File: config.mk
export PLATFORM = sky130hd
export DESIGN_NAME = run_length_cel_decoder_unit_flat
export DESIGN_NICKNAME = d
export VERILOG_FILES = /design/src/sv/rlc_pkg.sv /design/src/sv/rlc_ifs.sv /design/src/sv/run_length_cel_decoder_unit.sv /design/src/sv/rlc_row_store.sv /design/src/flat_wrapper.sv
export SDC_FILE = /design/constraint.sdc
export NUM_CORES = 2
export LEC_CHECK = 0
export BUFFER_PORTS_ARGS = -buffer_cell sky130_fd_sc_hd__buf_4
export CORE_MARGIN = 2
export CORE_UTILIZATION = 50
export DETAILED_ROUTE_END_ITERATION = 16
export GPL_TIMING_DRIVEN = 0
export PLACE_DENSITY = 0.66
export SYNTH_ARGS = -nofsm -noshare
export SYNTH_HDL_FRONTEND = slang
export SYNTH_SLANG_ARGS = --single-unit
File: constraint.sdc
create_clock -name clk -period 16.1 [get_ports clk]
set_input_delay 3.22 -clock clk [delete_from_list [all_inputs] [get_ports clk]]
set_output_delay 3.22 -clock clk [all_outputs]
set_load 0.01 [all_outputs]
File: src/sv/rlc_pkg.sv
package rlc_pkg;

  // Configuration port
  localparam int unsigned CFG_IDX_W  = 2;
  localparam int unsigned CFG_DATA_W = 9;

  typedef enum logic [CFG_IDX_W-1:0] {
    REG_CEL_WIDTH   = 2'd0,
    REG_CEL_HEIGHT  = 2'd1,
    REG_TRANSPARENT = 2'd2,
    REG_MIRROR      = 2'd3
  } cfg_reg_t;

  // Field widths
  localparam int unsigned BYTE_W   = 8;
  localparam int unsigned COLOR_W  = 4;
  localparam int unsigned POS_W    = 9;
  localparam int unsigned ROW_W    = 8;
  localparam int unsigned WORD_W   = 64;
  localparam int unsigned VCNT_W   = 5;

  // Run position saturates here
  localparam logic [POS_W-1:0] POS_MAX = 9'd511;

endpackage

File: src/sv/rlc_ifs.sv
interface rlc_chunk_if;
  import rlc_pkg::*;

  logic              valid;
  logic              ready;
  logic [BYTE_W-1:0] chunk_byte;

  modport source (output valid, output chunk_byte, input ready);
  modport sink   (input valid, input chunk_byte, output ready);
endinterface

interface rlc_pixel_if;
  import rlc_pkg::*;

  logic              valid;
  logic              ready;
  logic [WORD_W-1:0] pixel_word;
  logic [VCNT_W-1:0] pixel_valid_count;
  logic [ROW_W-1:0]  row_number;
  logic              row_last_word;
  logic              cel_last_row;
  logic              row_overflow;

  modport source (output valid, output pixel_word, output pixel_valid_count,
                  output row_number, output row_last_word, output cel_last_row,
                  output row_overflow, input ready);
  modport sink   (input valid, input pixel_word, input pixel_valid_count,
                  input row_number, input row_last_word, input cel_last_row,
                  input row_overflow, output ready);
endinterface

File: src/sv/run_length_cel_decoder_unit.sv
// Run-length cel row decoder.
// Input channel "chunk" carries one run byte per request: color in bits 7..4,
// count in bits 3..0; the byte writes count*2 pixels into the row store from
// the left edge, or from the right edge when mirror_enable is set. A zero
// byte ends the row and the row goes out on channel "pixels" as words of
// PIXELS_PER_WORD 4-bit pixels, tagged with the row number and the last-word,
// last-row and overflow flags; the row store then reads as transparent again.
// Configuration registers are written through cfg_we/cfg_index/cfg_data; the
// user must write them while the block is idle, left unchecked by the block.
// A run byte reads each store word it touches and writes it back merged with
// the run color, reading the next word as it writes; a byte that writes no
// pixel returns straight to idle. A zero byte walks the row's words, each
// read from the store and then loaded into the output register. No new byte
// is accepted until the current byte's store walk is done.
// A stalled receiver holds the output register and the emission waits; the
// next byte is accepted while the row's final word still waits to be taken.
// Reset (synchronous, rst high) clears the control registers and the per-word
// valid bits, so the store reads as transparent without a clearing pass.
module run_length_cel_decoder_unit #(
  parameter int unsigned MAX_WIDTH       = 256,
  parameter int unsigned PIXELS_PER_WORD = 16
) (
  input  logic                             clk,
  input  logic                             rst,
  input  logic                             cfg_we,
  input  logic [rlc_pkg::CFG_IDX_W-1:0]    cfg_index,
  input  logic [rlc_pkg::CFG_DATA_W-1:0]   cfg_data,
  rlc_chunk_if.sink                        chunk,
  rlc_pixel_if.source                      pixels
);
  import rlc_pkg::*;

  localparam int unsigned PPW    = PIXELS_PER_WORD;
  localparam int unsigned SHIFT  = $clog2(PPW);
  localparam int unsigned WORDS  = (MAX_WIDTH + PPW - 1) / PPW;
  localparam int unsigned IDX_W  = WORDS > 1 ? $clog2(WORDS) : 1;
  localparam int unsigned DATA_W = PPW * COLOR_W;

  typedef enum logic [4:0] {
    S_IDLE = 5'b00001,
    S_RD   = 5'b00010,
    S_WR   = 5'b00100,
    S_EMIT = 5'b01000,
    S_LOAD = 5'b10000
  } state_t;

  state_t state, state_next;

  // Configuration registers
  logic [POS_W-1:0]   cel_width;
  logic [ROW_W-1:0]   cel_height;
  logic [COLOR_W-1:0] transparent_color;
  logic               mirror_enable;

  // Row state
  logic [POS_W-1:0]   run_position;
  logic [ROW_W-1:0]   row_counter;
  logic               overflow_seen;

  // Current run / emission
  logic [COLOR_W-1:0] run_color;
  logic [POS_W-1:0]   run_lo;
  logic [POS_W-1:0]   run_lim;
  logic [IDX_W-1:0]   cur_idx;
  logic [IDX_W-1:0]   last_idx;

  // Output register
  logic               out_v;
  logic [WORD_W-1:0]  out_word;
  logic [VCNT_W-1:0]  out_cnt;
  logic [ROW_W-1:0]   out_row;
  logic               out_last_word;
  logic               out_last_row;
  logic               out_ovf;

  // Store port
  logic               mem_wr_en;
  logic               mem_rd_en;
  logic [IDX_W-1:0]   mem_rd_idx;
  logic [DATA_W-1:0]  mem_wr_data;
  logic [DATA_W-1:0]  mem_rd_data;
  logic               mem_clear;

  // Combinational helpers
  logic               acc;
  logic               byte_zero;
  logic [POS_W-1:0]   w;
  logic [4:0]         run_len;
  logic [POS_W:0]     run_end;
  logic               end_past;
  logic [POS_W-1:0]   lim;
  logic               has_px;
  logic [POS_W-1:0]   lo_col;
  logic [POS_W-1:0]   hi_col;
  logic [IDX_W-1:0]   next_idx;
  logic               at_last;
  logic [POS_W-1:0]   base_col;
  logic [POS_W-1:0]   rem_cols;
  logic               last_row;
  logic               out_take;
  logic               emit_go;
  logic               row_done;
  logic [WORD_W-1:0]  emit_word;
  logic [VCNT_W-1:0]  emit_cnt;

  assign w = (cel_width > POS_W'(MAX_WIDTH)) ? POS_W'(MAX_WIDTH) : cel_width;

  // Request handshakes
  assign chunk.ready = (state == S_IDLE);
  assign acc         = chunk.valid && chunk.ready;
  assign byte_zero   = (chunk.chunk_byte == '0);
  assign out_take    = out_v && pixels.ready;

  // Decode the run against the current position and width
  assign run_len  = {chunk.chunk_byte[3:0], 1'b0};
  assign run_end  = {1'b0, run_position} + (POS_W+1)'(run_len);
  assign end_past = (run_end > {1'b0, w});
  assign lim      = end_past ? w : run_end[POS_W-1:0];
  assign has_px   = (lim > run_position);
  assign lo_col   = mirror_enable ? (w - lim) : run_position;
  assign hi_col   = mirror_enable ? (w - 9'd1 - run_position) : (lim - 9'd1);

  assign next_idx = cur_idx + IDX_W'(1);
  assign at_last  = (cur_idx == last_idx);
  assign base_col = POS_W'(cur_idx) << SHIFT;
  assign rem_cols = w - base_col;
  assign last_row = ({1'b0, row_counter} + 9'd1) >= {1'b0, cel_height};
  assign emit_go  = (state == S_EMIT) && (!out_v || pixels.ready);
  assign row_done = (state == S_LOAD) && at_last;

  // Merge the run's color into the word just read
  always_comb begin
    logic [POS_W-1:0] c;
    logic [POS_W-1:0] x;
    mem_wr_data = mem_rd_data;
    for (int unsigned j = 0; j < PPW; j++) begin
      c = base_col | POS_W'(j);
      x = mirror_enable ? (w - 9'd1 - c) : c;
      if (c < w && x >= run_lo && x < run_lim) begin
        mem_wr_data[j*COLOR_W +: COLOR_W] = run_color;
      end
    end
  end

  // Shape the emitted word: slots past the width read as zero
  always_comb begin
    logic [POS_W-1:0] c;
    emit_word = '0;
    for (int unsigned j = 0; j < PPW; j++) begin
      c = base_col | POS_W'(j);
      if (c < w) begin
        emit_word[j*COLOR_W +: COLOR_W] = mem_rd_data[j*COLOR_W +: COLOR_W];
      end
    end
    emit_cnt = (rem_cols >= POS_W'(PPW)) ? VCNT_W'(PPW) : VCNT_W'(rem_cols);
  end

  // Store access control
  always_comb begin
    mem_wr_en  = (state == S_WR);
    mem_rd_en  = (state == S_RD) || ((state == S_WR) && !at_last) || emit_go;
    mem_rd_idx = (state == S_WR) ? next_idx : cur_idx;
    mem_clear  = (cfg_we && cfg_reg_t'(cfg_index) == REG_TRANSPARENT) || row_done;
  end

  // Sequencer
  always_comb begin
    state_next = state;
    unique case (state)
      S_IDLE: begin
        if (acc) begin
          if (byte_zero) begin
            state_next = S_EMIT;
          end else if (has_px) begin
            state_next = S_RD;
          end
        end
      end
      S_RD: begin
        state_next = S_WR;
      end
      S_WR: begin
        if (at_last) begin
          state_next = S_IDLE;
        end
      end
      S_EMIT: begin
        if (emit_go) begin
          state_next = S_LOAD;
        end
      end
      S_LOAD: begin
        state_next = at_last ? S_IDLE : S_EMIT;
      end
      default: begin
        state_next = S_IDLE;
      end
    endcase
  end

  always_ff @(posedge clk) begin
    if (rst) begin
      state <= S_IDLE;
    end else begin
      state <= state_next;
    end
  end

  // Configuration writes
  always_ff @(posedge clk) begin
    if (rst) begin
      cel_width         <= '0;
      cel_height        <= '0;
      transparent_color <= '0;
      mirror_enable     <= 1'b0;
    end else if (cfg_we) begin
      unique case (cfg_reg_t'(cfg_index))
        REG_CEL_WIDTH:   cel_width         <= cfg_data[POS_W-1:0];
        REG_CEL_HEIGHT:  cel_height        <= cfg_data[ROW_W-1:0];
        REG_TRANSPARENT: transparent_color <= cfg_data[COLOR_W-1:0];
        REG_MIRROR:      mirror_enable     <= cfg_data[0];
        default: ;
      endcase
    end
  end

  // Row state: advance on runs; a row end clears it and bumps the row counter
  always_ff @(posedge clk) begin
    if (rst) begin
      run_position  <= '0;
      row_counter   <= '0;
      overflow_seen <= 1'b0;
    end else if (acc && !byte_zero) begin
      run_position <= (run_end > (POS_W+1)'(POS_MAX)) ? POS_MAX : run_end[POS_W-1:0];
      if (run_len != '0 && end_past) begin
        overflow_seen <= 1'b1;
      end
    end else if (row_done) begin
      run_position  <= '0;
      overflow_seen <= 1'b0;
      row_counter   <= last_row ? '0 : (row_counter + ROW_W'(1));
    end
  end

  // Run bounds and word walk
  always_ff @(posedge clk) begin
    if (acc) begin
      run_color <= chunk.chunk_byte[7:4];
      run_lo    <= run_position;
      run_lim   <= lim;
      if (byte_zero) begin
        cur_idx  <= '0;
        last_idx <= (w == '0) ? '0 : IDX_W'((w - 9'd1) >> SHIFT);
      end else begin
        cur_idx  <= IDX_W'(lo_col >> SHIFT);
        last_idx <= IDX_W'(hi_col >> SHIFT);
      end
    end else if ((state == S_WR && !at_last) || (state == S_LOAD && !at_last)) begin
      cur_idx <= next_idx;
    end
  end

  // Output register: load one word, hold until taken
  always_ff @(posedge clk) begin
    if (rst) begin
      out_v <= 1'b0;
    end else if (state == S_LOAD) begin
      out_v <= 1'b1;
    end else if (out_take) begin
      out_v <= 1'b0;
    end
  end

  always_ff @(posedge clk) begin
    if (state == S_LOAD) begin
      out_word      <= emit_word;
      out_cnt       <= emit_cnt;
      out_row       <= row_counter;
      out_last_word <= at_last;
      out_last_row  <= last_row;
      out_ovf       <= overflow_seen;
    end
  end

  assign pixels.valid             = out_v;
  assign pixels.pixel_word        = out_word;
  assign pixels.pixel_valid_count = out_cnt;
  assign pixels.row_number        = out_row;
  assign pixels.row_last_word     = out_last_word;
  assign pixels.cel_last_row      = out_last_row;
  assign pixels.row_overflow      = out_ovf;

  rlc_row_store #(
    .DEPTH (WORDS),
    .PPW   (PPW)
  ) u_store (
    .clk        (clk),
    .rst        (rst),
    .clear      (mem_clear),
    .fill_color (transparent_color),
    .wr_en      (mem_wr_en),
    .wr_idx     (cur_idx),
    .wr_data    (mem_wr_data),
    .rd_en      (mem_rd_en),
    .rd_idx     (mem_rd_idx),
    .rd_data    (mem_rd_data)
  );

  // The output register is free whenever a store word lands for emission
  a_load_free: assert property (@(posedge clk) disable iff (rst)
    (state == S_LOAD) |-> !out_v)
    else $error("emission word would overwrite a pending request");

  // A read never targets the word being written in the same cycle
  a_no_rmw_overlap: assert property (@(posedge clk) disable iff (rst)
    (mem_rd_en && mem_wr_en) |-> (mem_rd_idx != cur_idx))
    else $error("store read overlaps write of the same word");

  // A row end always starts the emission
  a_zero_emits: assert property (@(posedge clk) disable iff (rst)
    (acc && byte_zero) |=> (state == S_EMIT))
    else $error("row end byte did not start emission");

  // Run writes stay inside the walked word range
  a_walk_range: assert property (@(posedge clk) disable iff (rst)
    mem_wr_en |-> (cur_idx <= last_idx))
    else $error("store write outside the run's word range");

  // The final word of a row leaves the run position and overflow flag cleared
  a_row_reset: assert property (@(posedge clk) disable iff (rst)
    row_done |=> (run_position == '0 && !overflow_seen))
    else $error("row state not cleared after the final word");

endmodule

File: src/sv/rlc_row_store.sv
module rlc_row_store #(
  parameter int unsigned DEPTH = 16,
  parameter int unsigned PPW   = 16
) (
  input  logic                                  clk,
  input  logic                                  rst,
  input  logic                                  clear,
  input  logic [rlc_pkg::COLOR_W-1:0]           fill_color,
  input  logic                                  wr_en,
  input  logic [(DEPTH > 1 ? $clog2(DEPTH) : 1)-1:0] wr_idx,
  input  logic [PPW*rlc_pkg::COLOR_W-1:0]       wr_data,
  input  logic                                  rd_en,
  input  logic [(DEPTH > 1 ? $clog2(DEPTH) : 1)-1:0] rd_idx,
  output logic [PPW*rlc_pkg::COLOR_W-1:0]       rd_data
);
  import rlc_pkg::*;

  localparam int unsigned DATA_W = PPW * COLOR_W;

  logic [DATA_W-1:0] mem [DEPTH];
  logic [DEPTH-1:0]  row_valid;
  logic [DATA_W-1:0] rd_raw;
  logic              rd_hit;

  // Word memory: one write and one registered read per cycle
  always_ff @(posedge clk) begin
    if (wr_en) begin
      mem[wr_idx] <= wr_data;
    end
    if (rd_en) begin
      rd_raw <= mem[rd_idx];
      rd_hit <= row_valid[rd_idx];
    end
  end

  // Track written words; a clear drops them all back to the fill color
  always_ff @(posedge clk) begin
    if (rst || clear) begin
      row_valid <= '0;
    end else if (wr_en) begin
      row_valid[wr_idx] <= 1'b1;
    end
  end

  // Substitute the fill color for words not written since the last clear
  assign rd_data = rd_hit ? rd_raw : {PPW{fill_color}};

endmodule
File: src/flat_wrapper.sv
// flat-port wrapper written by rule: the top's interface ports become plain ports
module run_length_cel_decoder_unit_flat import rlc_pkg::*;
#(
  parameter int unsigned MAX_WIDTH       = 256,
  parameter int unsigned PIXELS_PER_WORD = 16
)
  (clk, rst, cfg_we, cfg_index, cfg_data, chunk_valid, chunk_chunk_byte, chunk_ready, pixels_valid, pixels_pixel_word, pixels_pixel_valid_count, pixels_row_number, pixels_row_last_word, pixels_cel_last_row, pixels_row_overflow, pixels_ready);
  rlc_chunk_if chunk_i ();
  rlc_pixel_if pixels_i ();
  input  logic clk;
  input  logic rst;
  input  logic cfg_we;
  input  logic [rlc_pkg::CFG_IDX_W-1:0] cfg_index;
  input  logic [rlc_pkg::CFG_DATA_W-1:0] cfg_data;
  input wire logic [$bits(chunk_i.valid)-1:0] chunk_valid;
  input wire logic [$bits(chunk_i.chunk_byte)-1:0] chunk_chunk_byte;
  output wire logic [$bits(chunk_i.ready)-1:0] chunk_ready;
  output wire logic [$bits(pixels_i.valid)-1:0] pixels_valid;
  output wire logic [$bits(pixels_i.pixel_word)-1:0] pixels_pixel_word;
  output wire logic [$bits(pixels_i.pixel_valid_count)-1:0] pixels_pixel_valid_count;
  output wire logic [$bits(pixels_i.row_number)-1:0] pixels_row_number;
  output wire logic [$bits(pixels_i.row_last_word)-1:0] pixels_row_last_word;
  output wire logic [$bits(pixels_i.cel_last_row)-1:0] pixels_cel_last_row;
  output wire logic [$bits(pixels_i.row_overflow)-1:0] pixels_row_overflow;
  input wire logic [$bits(pixels_i.ready)-1:0] pixels_ready;
  assign chunk_i.valid = chunk_valid;
  assign chunk_i.chunk_byte = chunk_chunk_byte;
  assign chunk_ready = chunk_i.ready;
  assign pixels_valid = pixels_i.valid;
  assign pixels_pixel_word = pixels_i.pixel_word;
  assign pixels_pixel_valid_count = pixels_i.pixel_valid_count;
  assign pixels_row_number = pixels_i.row_number;
  assign pixels_row_last_word = pixels_i.row_last_word;
  assign pixels_cel_last_row = pixels_i.cel_last_row;
  assign pixels_row_overflow = pixels_i.row_overflow;
  assign pixels_i.ready = pixels_ready;
  run_length_cel_decoder_unit #(.MAX_WIDTH(MAX_WIDTH), .PIXELS_PER_WORD(PIXELS_PER_WORD)) u_core (.clk(clk), .rst(rst), .cfg_we(cfg_we), .cfg_index(cfg_index), .cfg_data(cfg_data), .chunk(chunk_i), .pixels(pixels_i));
endmodule
==> flow_summary.ini <==
[timing]
hold_viol = 0
setup_tns_ns = 0
worst_pin_slew_ns = 1.499
finalWorstSetupSlack_ns = 7.545
relSlewSlack_pct = 0.09455
rsz0062_at_grt = false
whs_ns = 0.4341
drv_slew = 0
period_minus_slack_ns = 8.555
finalCritPeriodShare_pct = 53.13
fmax_mhz = 116.9
setup_viol = 0
skew_ns = 0.03100

[clock_tree]
cts_inserted_buffers = 132
cts-resized-gates = 0
clock_insertion_delay_worst_skew_ns = 0.76
cts.clk_slew.worst_paths_ns = 0.06
post_cts_buffers = 0
cts_tree = built
numClockSinks = 1261
hold_buffers = 0
cts.path.max_buffers = 3
root_buffer = clkbuf_16
htree_levels = 4

[worst_setup_path]
cp_slowest_cell = a31oi_1
crit_path_max_fanout = 10
critPathCaptureType = flop
critPathBufInv = 4
crit_family = compound AO/OA/AOI/OAI gates
cp.arrival_ns = 9.04
critical_path_class = in -> reg
cp-start-kind = primary input
crit_required_ns = 16.58
r2r-start = u_core.cel_width[8]$_SDFFE_PP0P_
crit_top_cell = ha_1
path_cells = buf_4, ha_1, fa_1, a31oi_1, nor2_1, xnor2_1, inv_1, ha_1, a21o_1, a21oi_1, nand4b_1, a21oi_2, clkbuf_1, nand2_1, o21ai_0, inv_1, ha_1, or3_1, a2111oi_0, o21bai_1, o31a_1, xnor2_1, o21ai_0
critPathLaunch = chunk_chunk_byte[0]
max_stage_delay_ns = 0.56

[finish]
area_delta_synth_final_pct = 14.48
layout.nets = 4109
n_fill_cell = 8661
multi_input_area_sq_um = 19030
stdcell_count = 5401
seq_area_sq_um = 37250
drive_above_1_share_pct = 21.61

[die]
core_area_sq_um = 114000
rows = 124
start_util_pct = 50.28
fp.dieH_um = 342.6
die_area_sq_um = 117400
die_w_um = 342.6
io_pins = 106

[status]
violations = max-capacitance violations
status = finished, violations left

[drt]
drt_iter0_drc = 4214
wl_per_cell_um = 30.48
antenna_left = 0
num_vias = 33971
via_per_inst = 6.290
drc_errors = 0
wl_um = 164600
dr.pass1.iters = 6

[synthesis]
synth_seq_cells = 1261
netlist_instances = 3455
syn_nets = 3784
syn_area_sq_um = 57340
postSynthAreaPerCell_sq_um = 16.60
synth.distinct_cells = 70
async_flop_share_pct = 0
yosys_warnings = 0
ys.flop_type = edfxtp_1
synth-edff-count = 1199
yosysSeqAreaShare_pct = 64.96

[global_routing]
track_usage_pct = 28.22
gr-total-overflow = 0
grt_pass1_vias = 32978
grt_pass1_wl_um = 235000
grt_antenna_before_repair = 6
grt_max_degree = 33

[hold_path]
hp-class = reg -> reg
hp-start = u_core.overflow_seen$_SDFFE_PP0P_

[power_and_ir_drop]
p_leak_nw = 23.02
p_per_area_nw_per_um2 = 167.3
clkPwrFrac_pct = 26.5
combPwrFrac_pct = 37.0
switchingPower_mw = 3.781
max-vdd-ir-drop_mv = 0.1131
p_int_mw = 7.198
p_sw_share_pct = 34.44
seq_power_share_pct = 36.5
power.total_mw = 10.98

[placed_design]
place.gp.congestion = 0.9965
place_ws_ns = 6.910
hpwlAfterDp_um = 111200
dp_cells = 5157
io_buffer_count = 104

[job]
drv_cap = 2
-- registers in the layout, indices dropped and copies added, names as in the netlist, 4 cells and up --
signal,count
u_core.cel_width,9
u_core.run_lim,9
u_core.pixels.pixel_word,64
u_core.state,5
u_core.run_position,9
u_core.u_store.rd_raw,64
u_core.u_store.row_valid,16
u_core.run_color,4
u_core.run_lo,9
u_core.u_store.mem,1024
u_core.pixels.pixel_valid_count,5
u_core.cel_height,8
u_core.transparent_color,4
u_core.cur_idx,4
u_core.last_idx,4
u_core.row_counter,8
u_core.pixels.row_number,8
-- cell type report --
| type | count | area share (%) |
|---|---|---|
| antenna | 2 | 0.007625 |
| buffer | 160 | 1.252 |
| clock buffer | 172 | 5.406 |
| clock inverter | 69 | 0.8139 |
| inverter | 104 | 0.5947 |
| multi-input combinational | 1930 | 28.98 |
| sequential | 1261 | 56.74 |
| tap | 1512 | 2.882 |
| timing repair buffer | 191 | 3.317 |
-- per-stage QoR --
stage,instance area (sq um),util (%)
detailed placement,61540,53.96
finish,65640,57.56
CTS,65620,57.54
floorplan,57340,-
global placement,60010,52.62
global route,65640,57.56
-- metal layers --
metal  share of wire (%)  up-vias  wire length, um  track usage [%]
li1                    -    14361                -                -
met1                  39    17537            64970            38.78
met2                  47     1770            78000            44.62
met3                 9.1      301            15060            5.458
met4                 4.0        2             6606            11.42
met5              0.0043        -                7                0
-- cells by family (layout without fill, tap and decap cells) --
kind of cell	after synthesis	in the layout	share of synthesized area, %
DFF	1261	1261	64.96
and+or+nand+nor	565	565	4.502
AOI/OAI and AO/OA	528	528	5.449
muxes	414	414	14.45
adders and majority gates	305	305	6.708
buffers and inverters	264	696	2.112
xor gates and xnor gates	118	118	1.816
other	0	2	0
-- final timing paths --
path | slack [ns] | cells past startpoint | end
max reg2reg | 7.58 | 25 | u_core.u_store.mem[3][41]$_DFFE_PP_
max | 7.55 | 23 | u_core.cur_idx[3]$_DFFE_PP_
min reg2reg | 0.43 | 0 | u_core.pixels.row_overflow$_DFFE_PP_
min | 0.43 | 0 | u_core.pixels.row_overflow$_DFFE_PP_
-- cells in the mapped netlist, types with 25 or more instances --
master | number | area [sq um]
a21o_1 | 45 | 337.8
a21oi_1 | 188 | 940.9
buf_2 | 37 | 185.2
clkbuf_1 | 85 | 319.1
dfxtp_1 | 62 | 1241
edfxtp_1 | 1199 | 36000
ha_1 | 301 | 3766
inv_1 | 102 | 382.9
mux2_2 | 47 | 529.3
mux2i_1 | 27 | 270.3
mux4_2 | 325 | 7320
nand2_1 | 226 | 848.3
nand3_1 | 26 | 130.1
nor2_1 | 147 | 551.8
nor3_1 | 39 | 195.2
o21a_1 | 25 | 187.7
o21ai_0 | 154 | 770.7
xnor2_1 | 69 | 604.3
xor2_1 | 48 | 420.4
-- worst register-to-register path: stages (launching register included) --
cell	delay [ns]
dfxtp_1	0.30
buf_2	0.19
nor2b_1	0.07
clkbuf_2	0.27
inv_2	0.28
clkbuf_1	0.68
ha_1	0.27
clkbuf_1	0.44
nand2_1	0.22
xnor2_1	0.50
ha_1	0.29
clkbuf_1	0.53
and2_1	0.22
clkbuf_1	0.29
nand3_1	0.36
o21ai_0	0.35
xnor2_1	0.15
nor2_1	0.09
ha_1	0.33
nand4_1	0.10
nor2_1	0.06
nor3_1	0.15
nand2_1	0.07
or4_1	0.56
clkbuf_1	0.27
a31oi_1	1.06
-- layout by cell type, fill, tap and decap left out, types with 57 or more instances in the layout --
| cell type | Yosys | final |
|---|---|---|
| dfxtp_1 | 62 | 62 |
| buf_4 | 0 | 110 |
| ha_1 | 301 | 301 |
| a21oi_1 | 188 | 188 |
| buf_6 | 23 | 57 |
| clkbuf_16 | 0 | 136 |
| clkbuf_1 | 85 | 119 |
| edfxtp_1 | 1199 | 1199 |
| mux4_2 | 325 | 325 |
| nor2_1 | 147 | 134 |
| inv_1 | 102 | 102 |
| xnor2_1 | 69 | 69 |
| o21ai_0 | 154 | 150 |
| nand2_1 | 226 | 226 |
-- power groups by stage --
stage	clock network [mW]	registers, mW	logic (mW)
after floorplan	0	4.04	2.75
after global placement	0	4.08	3.92
after detailed placement	0	4.07	4.00
after CTS	2.94	4.00	4.02
after global routing	3.06	4.01	4.38
final	2.91	4.01	4.07
Note: power is estimated with default switching activity, not from simulation.
